[src/packed_key_value_table_defines.svh]
// Assertion macros shared by the packed key/value table RTL.
// Needs a clock named clk and an active-low reset named rst_n in the using module.
`ifndef PACKED_KEY_VALUE_TABLE_DEFINES_SVH
`define PACKED_KEY_VALUE_TABLE_DEFINES_SVH

// Check a property on every rising edge outside reset.
`define PKVT_ASSERT(label, prop, msg) \
    label: assert property (@(posedge clk) disable iff (!rst_n) (prop)) else $error(msg);

// Check a property on every rising edge, reset included.
`define PKVT_ASSERT_ALWAYS(label, prop, msg) \
    label: assert property (@(posedge clk) (prop)) else $error(msg);

`endif

[src/pkvt_pkg.sv]
// Package for the packed key/value table: field widths, command and status
// codes, controller states and the update controls sent to the cells. No dependencies.
package pkvt_pkg;

    localparam int CAPACITY_DEF = 64;
    localparam int CMD_W        = 2;
    localparam int KEY_W        = 32;
    localparam int VALUE_W      = 32;
    localparam int STATUS_W     = 2;
    localparam int TOTAL_W      = 7;

    typedef enum logic [CMD_W-1:0] {
        CMD_READ   = 2'd0,
        CMD_WRITE  = 2'd1,
        CMD_REMOVE = 2'd2,
        CMD_CLEAR  = 2'd3
    } cmd_t;

    typedef enum logic [STATUS_W-1:0] {
        STS_OK      = 2'd0,
        STS_MISSING = 2'd1,
        STS_FULL    = 2'd2
    } status_t;

    typedef enum logic [1:0] {
        ST_IDLE,
        ST_REDUCE,
        ST_APPLY
    } state_t;

    // Update controls broadcast to every cell for one cycle.
    typedef struct packed {
        logic shift_en;   // remove: cells at or past the index take their neighbour's pair
        logic append_en;  // write of a new key: the cell at the index loads the pair
        logic update_en;  // write of a known key: the hit cell loads the value
    } apply_t;

endpackage

[src/pkvt_cell.sv]
// One slot of the packed key/value table: key, value and a registered hit flag.
// Depends on pkvt_pkg.
module pkvt_cell #(
    parameter int CAPACITY   = pkvt_pkg::CAPACITY_DEF,
    parameter int CELL_INDEX = 0,
    localparam int IDX_W     = $clog2(CAPACITY),
    localparam int CNT_W     = $clog2(CAPACITY + 1)
) (
    input  logic                         clk,
    input  logic                         rst_n,
    input  logic                         cmp_en,
    input  logic [pkvt_pkg::KEY_W-1:0]   cmp_key,
    input  logic [CNT_W-1:0]             count,
    input  pkvt_pkg::apply_t             ctrl,
    input  logic [IDX_W-1:0]             sel_idx,
    input  logic [pkvt_pkg::KEY_W-1:0]   new_key,
    input  logic [pkvt_pkg::VALUE_W-1:0] new_value,
    input  logic [pkvt_pkg::KEY_W-1:0]   nbr_key,
    input  logic [pkvt_pkg::VALUE_W-1:0] nbr_value,
    output logic [pkvt_pkg::KEY_W-1:0]   key,
    output logic [pkvt_pkg::VALUE_W-1:0] value,
    output logic                         hit
);

    localparam logic [IDX_W-1:0] MY_IDX = IDX_W'(CELL_INDEX);
    localparam logic [CNT_W-1:0] MY_CNT = CNT_W'(CELL_INDEX);
    localparam bit               IS_LAST = (CELL_INDEX == CAPACITY - 1);

    logic [pkvt_pkg::KEY_W-1:0]   key_reg;
    logic [pkvt_pkg::VALUE_W-1:0] value_reg;
    logic                         hit_reg;
    logic                         occupied;
    logic                         take_nbr;
    logic                         take_new;
    logic                         take_val;

    assign occupied = (MY_CNT < count);
    assign take_nbr = ctrl.shift_en && !IS_LAST && (MY_IDX >= sel_idx);
    assign take_new = ctrl.append_en && (MY_IDX == sel_idx);
    assign take_val = ctrl.update_en && hit_reg;

    // Compare against the incoming key as the command is taken.
    always_ff @(posedge clk or negedge rst_n)
    begin
        if (!rst_n)
        begin
            hit_reg <= 1'b0;
        end
        else if (cmp_en)
        begin
            hit_reg <= occupied && (key_reg == cmp_key);
        end
    end

    always_ff @(posedge clk)
    begin
        if (take_nbr)
        begin
            key_reg   <= nbr_key;
            value_reg <= nbr_value;
        end
        else if (take_new)
        begin
            key_reg   <= new_key;
            value_reg <= new_value;
        end
        else if (take_val)
        begin
            value_reg <= new_value;
        end
    end

    assign key   = key_reg;
    assign value = value_reg;
    assign hit   = hit_reg;

endmodule

[config.mk]
export PLATFORM = sky130hd
export DESIGN_NAME = pkvt_cell
export DESIGN_NICKNAME = d
export VERILOG_FILES = /design/src/packed_key_value_table_defines.svh /design/src/pkvt_pkg.sv /design/src/pkvt_cell.sv
export SDC_FILE = /design/constraint.sdc
export NUM_CORES = 1
export LEC_CHECK = 0
export BUFFER_PORTS_ARGS = -buffer_cell sky130_fd_sc_hd__buf_2
export CAP_MARGIN = 10
export CORE_MARGIN = 2
export CORE_UTILIZATION = 31
export CTS_CLUSTER_SIZE = 14
export DETAILED_ROUTE_END_ITERATION = 7
export HOLD_SLACK_MARGIN = 0.05
export SYNTH_ARGS = -nofsm -noshare
export SYNTH_HDL_FRONTEND = slang
export SYNTH_SLANG_ARGS = --single-unit
[constraint.sdc]
create_clock -name clk -period 4.4 [get_ports clk]
set_input_delay 0.88 -clock clk [delete_from_list [all_inputs] [get_ports clk]]
set_output_delay 0.88 -clock clk [all_outputs]
set_load 0.02 [all_outputs]
* Word-level counts from Yosys, hierarchy flattened
Cells that the tools add are included.
** Word-level totals
- Flip-flop bits (word level) :: 65
- Word-level logic and storage cells :: 18
- Output and inout bits :: 65
- Input port bits :: 179
** Cells by class
- Muxes and demuxes :: 5
- Order comparisons :: 2
- Equality and inequality tests :: 1
- Reduce and logical (&&, ||, !) cells :: 7
** Operator list (number)
- 2-to-1 mux 32 bit :: 5
- equality test 32 bit :: 1
- less-than comparator 1 x 7 -> 1 bit, first input constant :: 1
- greater-or-equal comparator 1 x 6 -> 1 bit, first input constant :: 1
- logical NOT 6 bit :: 1
- logical AND 1 bit :: 4
- nonzero test 3 bit :: 1
- nonzero test 2 bit :: 1

* Longest topological paths before layout
Gate-level depths: netlist (run 1).
- Depth in word-level cells :: 4
- Gate-level depth with buffers :: 5

* Least setup slack after synthesis (run 1)
OpenSTA, ideal clock, no wires.
- Path type :: input port to flip-flop
- From :: in sel_idx[5]
- To :: reg value_reg, in the netlist value[0] (enable)
- Slack :: 817 ps
- Arrival :: 3196 ps
- Library setup time :: 388 ps
- Stages on the path :: 4
- Required time :: 4012 ps
- Path buffers :: 0
- Path through :: or4_4 -> nor3_4 -> o21a_1 -> a21o_1
** On the way
- Word-level cells in the longest chain between the ends :: 3
- Elaborated cells on any way between the ends :: 5
- Classes of those cells :: 1 x order compare; 4 x reduce/logical
** RTL lines
- start, declared :: RTL line pkvt_cell.sv:15 : input logic [IDX_W-1:0] sel_idx,
- greater-or-equal comparator 1 x 6 -> 1 bit or logical NOT 6 bit (tied branches) :: RTL line pkvt_cell.sv:38, pkvt_cell.sv:39
- logical AND 1 bit, on equally long branches :: RTL line pkvt_cell.sv:38, pkvt_cell.sv:39
- nonzero test 3 bit (no line) *
- end signal, assigned :: RTL line pkvt_cell.sv:60 : value_reg <= nbr_value;
- end signal, assigned :: RTL line pkvt_cell.sv:65 : value_reg <= new_value;
- end signal, assigned :: RTL line pkvt_cell.sv:69 : value_reg <= new_value;
- end, declared :: RTL line pkvt_cell.sv:30 : logic [pkvt_pkg::VALUE_W-1:0] value_reg;
Every way passes the cells marked *; elsewhere a longest branch is shown, timed or not.
A chain may end at the register's enable or synchronous reset.

* Worst setup path in the final report (run 1)
- From :: in sel_idx[5]
- To :: reg key_reg, in the netlist key[0], data pin
** On the way
- Word-level cells in the longest chain between the ends :: 3
** RTL lines
- greater-or-equal comparator 1 x 6 -> 1 bit :: RTL line pkvt_cell.sv:38 : assign take_nbr = ctrl.shift_en && !IS_LAST && (MY_IDX >= sel_idx);
- logical AND 1 bit :: RTL line pkvt_cell.sv:38
- 2-to-1 mux 32 bit :: RTL line pkvt_cell.sv:57 : if (take_nbr)
- end signal, assigned :: RTL line pkvt_cell.sv:59 : key_reg <= nbr_key;
- end signal, assigned :: RTL line pkvt_cell.sv:64 : key_reg <= new_key;
- end, declared :: RTL line pkvt_cell.sv:29 : logic [pkvt_pkg::KEY_W-1:0] key_reg;
No other way between the ends.

==> results of run 1 <==
[final timing paths]
check,slack [ps],depth (start not counted),from,endpoint
max,1610,5,sel_idx[5],key[0]
max in group asynchronous,4010,1,rst_n,hit
min,310,1,rst_n,hit
min reg2reg,600,2,hit,hit
min in group clk,600,2,hit,hit
max reg2reg,2910,4,key[10],hit
[power groups by stage]
| stage | combinational (uW) | clock [uW] | sequential (uW) |
|---|---|---|---|
| CTS | 166 | 500 | 689 |
| global placement | 160 | 0 | 702 |
| floorplan | 63.6 | 0 | 709 |
| detailed placement | 166 | 0 | 702 |
| global route | 179 | 527 | 689 |
| finish | 163 | 478 | 689 |
[kinds of logic (layout without fill, tap and decap cells)]
group,count (synthesis),count (layout),share of synthesized area (%)
xor gates and xnor gates,32,32,8.143
other,0,2,0
and+or+nand+nor,18,18,3.671
AOI/OAI and AO/OA,3,3,0.6546
DFF,65,65,56.56
muxes,64,64,27.48
buffers and inverters,6,261,3.490
[area by class of cell]
class	instances	area, um2
Fill cell	1015	5927
Sequential cell	65	1947
Multi-Input combinational cell	117	1376
Timing Repair Buffer	245	1231
Tap cell	140	175.2
Clock buffer	12	135.1
Clock inverter	4	43.79
Antenna cell	2	5.005
[critical path: cells and delay by family]
| kind | cells | cell delay (ps) |
|---|---|---|
| AND/OR/NAND/NOR | 3 | 1330 |
| multiplexers | 1 | 540 |
| buffers and inverters | 1 | 90 |
[metal layers]
layer / GRT usage, % / vias to the layer above / wire, um
met4: 6.872 / 2 / 220
met5: 0 / - / 16
met2: 26.23 / 176 / 4432
li1: - / 1223 / -
met3: 7.587 / 14 / 1215
met1: 14.17 / 1154 / 3124
[cells in the final DEF, fill, tap and decap left out, types with 3 or more instances in the layout]
cell type,count
edfxtp_1,64
clkbuf_8,9
nor4_1,8
mux2_2,4
buf_2,243
mux2_4,60
xor2_1,31
clkbuf_1,3
[stage by stage]
step	hold WS (ps)	utilization, %	cells	cell area, um2	setup WS (ps)
global placement	577.7	43.63	567	4730	1268
global route	272.3	45.33	585	4913	1544
finish	306.2	45.33	585	4913	1614
CTS	273.5	45.28	583	4908	1622
detailed placement	572.9	43.63	567	4730	1232
floorplan	584.4	-	188	3442	816.6
==> impl_metrics.toml, run 1 <==
[run_status]
status = "complete, no violations"

[sta]
drv_slew = 0
timing.final.crit_share_pct = 63.33
rsz0062_at_grt = "no"
setup_viol = 0
period_needed_ps = 2786
max_clock_freq_mhz = 358.9
setup_tns_ps = 0
hold_viol = 0
slew-limit-headroom_pct = 23.57
worstMarginPinSlew_ps = 1146
clock_skew_ps = 4.141

[detailed_routing]
wl_um = 9009
drt-pass1-iter-count = 4
num_vias = 2569
drt-vias-per-instance = 4.391
wl_per_cell_um = 15.40
drc = 0
detail-route-antenna-nets = 0
first_iter_violations = 51

[clock_tree]
cts.repair.resized = 0
root_buffer = "clkbuf_8"
clkSlewWorstSetupHoldPaths_ps = 70
clk_path_buf_depth = 2
cts_buffers = 9
cts_tree = "built"
ctsHoldBuffers = 0
cts-htree-levels = 3
post_cts_buffers = 0
worst_skew_pair.late_latency_ps = 340
cts_sinks = 65

[grt]
track_usage_pct = 14.80
gr-total-overflow = 0
grt_pass1_vias = 2639
antenna_found_initial = 3
grt_max_degree = 65
grt_pass1_wl_um = 12560

[place]
dp_hpwl_um = 7286
port_buffers = 243
globalplace.congestion = 0.7593

[run]
maxCapViolCount = 0

[setup_path]
crit_path_end_kind = "flop"
worstSetupPathType = "in -> reg"
cp_slowest_cell = "nand2_4"
cp.required_ps = 4490
arrival_ps = 2870
max_stage_delay_ps = 620
startpoint_type = "input port"
worstPathCellList = "buf_2 -> or4_4 -> nor3_4 -> nand2_4 -> mux2_4"
cp_max_fo = 64

[final_layout]
num-nets-final = 617
drive_gt1_share_pct = 73.36
area_growth_pct = 42.75

[power_and_ir_drop]
combPwrFrac_pct = 12.3
swShare_pct = 20.79
p_int_uw = 1054
pwr-share-clk_pct = 35.9
power.leakage_uw = 0.002421
p_seq_share_pct = 51.8
peakVddDrop_uv = 116.8
pwr_density_cell_mw_per_mm2 = 270.7
p_total_uw = 1330
netSwitchingPower_uw = 276.5

[floorplanning]
die_h_um = 109.4
dieArea_mm2 = 0.01196
io_pins = 244
core-area_mm2 = 0.01084
core.rowCount = 38
die_x_um = 109.4
start_util_pct = 31.75

[synthesis]
synth_edf_count = 64
syn_inst = 188
yosys.area.top_type = "edfxtp_1"
ys_async_sr_fraction_pct = 1.538
synth_area_mm2 = 0.003442
yosysTopAreaCellShare_pct = 55.83
synth_seq_area_share_pct = 56.56
yosys-top-cells-count = "edfxtp_1 (64), mux2_4 (60), xor2_1 (31)"
ys.flop_type = "edfxtp_1"
synth_most_common_cell = "edfxtp_1"
synth-seq-cells = 65
synth_warnings = 0
synthesis.nets = 367
synth_area_leaders = "edfxtp_1 (56%), mux2_4 (26%), xor2_1 (7.9%)"
synth_area_per_cell_um2 = 18.31
synth_cell_type_count = 19

[min_path]
hold_path_class = "in -> async"
Note: power is estimated with default switching activity, not from simulation.
==> inputs of run 2 (changes only) <==
Settings changed: ABC_AREA from default to 1.
Clock period 4.4 ns to 2.5 ns, I/O delays scaled along.
==> run 2 against run 1 <==
  * Sequential power grew 77%
  * Largest cell class unchanged
  * Global-route usage grew 4.2 points
  * Clock skew grew 3.1 ps
  * Die area grew 4.8%
  * Critical path depth grew 2
  * Clock-buffer cell count shrank 2
  * Utilization grew 0.55 points
  * Worst setup slack lost 690 ps
  * Synthesized cell count grew 140%
  * Clock power grew to 2.7 times the previous value
  * Combinational power grew 92%
==> impl_metrics.toml, run 2 <==
[detailed_routing]
drt-pass1-iter-count = 4
num_vias = 3798
wl_um = 11990
wl_per_cell_um = 14.24
first_iter_violations = 189
drt-vias-per-instance = 4.511
detail-route-antenna-nets = 0
drc = 0

[clock_tree]
root_buffer = "clkbuf_16"
clkSlewWorstSetupHoldPaths_ps = 60
cts.repair.resized = 0
cts_tree = "built"
clk_path_buf_depth = 2
cts_sinks = 65
cts_buffers = 9
worst_skew_pair.late_latency_ps = 320
cts-htree-levels = 3

[place]
dp_hpwl_um = 9446
globalplace.congestion = 0.9289
dp.cells = 826
port_buffers = 243

[synthesis]
synth_warnings = 0
yosys.area.top_type = "edfxtp_1"
synth_seq_area_share_pct = 53.90
yosysTopAreaCellShare_pct = 53.20
synthesis.nets = 633
synth_area_leaders = "edfxtp_1 (53%), nand2_1 (22%), nand3_1 (9.6%)"
synth-seq-cells = 65
synth_most_common_cell = "nand2_1"
syn_inst = 454
yosys-top-cells-count = "nand2_1 (208), nand3_1 (69), edfxtp_1 (64)"
synth_area_per_cell_um2 = 7.956
synth_cell_type_count = 19
ys.flop_type = "edfxtp_1"
synth_edf_count = 64
ys_async_sr_fraction_pct = 1.538
synth_area_mm2 = 0.003612

[setup_path]
cp_slowest_cell = "buf_4"
cp-startpoint = "sel_idx[5]"
crit_buf_inv = 2
path_delay_family = "simple AND/OR/NAND/NOR gates"
cp_common_cell = "nand2_1"
cp_max_fo = 64
worstSetupPathType = "in -> reg"
cp.required_ps = 2550
max_stage_delay_ps = 330
arrival_ps = 1630
crit_path_end_kind = "flop"
crit-reg2reg-launch = "hit"
startpoint_type = "input port"
worstPathCellList = "buf_2 -> nor2_1 -> and3_4 -> nand2_2 -> buf_4 -> nand2_1 -> nand2_1"

[floorplanning]
core.rowCount = 39
core-area_mm2 = 0.01142
die_x_um = 111.9
io_pins = 244
die_h_um = 111.9
dieArea_mm2 = 0.01253
start_util_pct = 31.63

[final_layout]
layout_commonest_cell = "buf_2"
drive_gt1_share_pct = 37.63
num-nets-final = 874
final_cell_mix = "buf_2 (243), nand2_1 (208), nand3_1 (69)"
area_growth_pct = 45.03
insertedDiodeCount = 0
finalNonFillerCells = 842

[sta]
holdWs_ps = 439.0
period_needed_ps = 1581
timing.final.crit_share_pct = 63.25
max_clock_freq_mhz = 632.4
rsz0062_at_grt = "no"
worstMarginPinSlew_ps = 681.0
clock_skew_ps = 7.263
slew-limit-headroom_pct = 54.60
setup_tns_ps = 0
setup_viol = 0
drv_slew = 0
hold_viol = 0

[grt]
grt_pass1_vias = 3743
grtUsageMet2_pct = 33.01
busiest_layer = "met2"
use_met3_pct = 4.464
grtUsageMet1_pct = 23.33
grt_pass1_wl_um = 18510
antenna_found_initial = 0
grt_max_degree = 65
gr-total-overflow = 0
track_usage_pct = 19.03

[min_path]
hold_path_class = "in -> reg"
hp-start = "new_value[5]"

[run]
maxCapViolCount = 0

[power_and_ir_drop]
pwr_density_cell_mw_per_mm2 = 539.6
power.leakage_uw = 0.002845
peakVddDrop_uv = 236.1

[run_status]
status = "complete, no violations"
## run 2: cell count changes in the layout (fill, tap and decap cells not counted), sizes merged, moves of 2 or more
cell	before	now
nand2	2	209
diode	2	0
xnor2	1	6
buf	245	250
o22ai	0	2
nor2	0	18
inv	0	57
xor2	31	0
mux2	64	0
clkbuf	12	10
nand3	1	69
nor3	3	1
o21ai	0	3
nor4	8	0
## run 2: where the power goes
group | leakage [uW] | internal, uW | total (uW) | switching, uW
Clock | 0.000145 | 857 | 1290 | 435
Sequential | 0.000590 | 1210 | 1220 | 7.57
Combinational | 0.00211 | 153 | 313 | 160
Total | 0.00285 | 2220 | 2830 | 602
## run 2: metal layers
metal | vias to the layer above | share of wire, %
li1 | 1915 | -
met1 | 1672 | 42
met2 | 200 | 48
met3 | 11 | 9.0
met4 | 0 | 1.4
met5 | - | 0
## run 2: path summary, 6_finish.rpt
path                       depth (start not counted)       end  slack (ps)
setup / recovery                                   7    key[2]         920
hold / removal                                     3  value[5]         440
setup reg to reg                                   3  value[4]        1280
hold reg to reg                                    2       hit         570
max in group asynchronous                          2       hit        1920
min in group asynchronous                          2       hit         500
## run 2: cell type report
class | instances | area (um2)
multi-input combinational | 311 | 1308
tap | 143 | 178.9
timing repair buffer | 251 | 1291
clock inverter | 5 | 71.32
sequential | 65 | 1947
inverter | 57 | 214.0
clock buffer | 10 | 229.0
fill | 1156 | 6180
## run 2: timing repair
action                                 in CTS  in global routing
endpoints found under the hold margin       1                  0
hold buffers                                1                  0
buffers inserted                            0                  0
## run 2: worst min-delay path, cell delays in order
cell     delay (ps)
buf_2            70
nand2_1          40
nand2_1          40
## run 2: metrics by stage
step / area, um2 / power, uW / utilization, % / setup WS, ps
6_report: 5239 / 2827 / 45.88 / 918.6
5_1_grt: 5239 / 2938 / 45.88 / 866.8
4_1_cts: 5239 / 2860 / 45.88 / 902.2
3_5_place_dp: 4928 / 1557 / 43.16 / 555.4
3_3_place_gp: 4928 / 1551 / 43.16 / 598.0
2_1_floorplan: 3612 / 1368 / - / 176.1
## run 2: logic make-up after synthesis
| family | synth area share (%) |
|---|---|
| xor gates and xnor gates | 1.455 |
| buffers and inverters | 9.906 |
| DFF | 53.90 |
| AOI/OAI and AO/OA | 0.9003 |
| and+or+nand+nor | 33.84 |
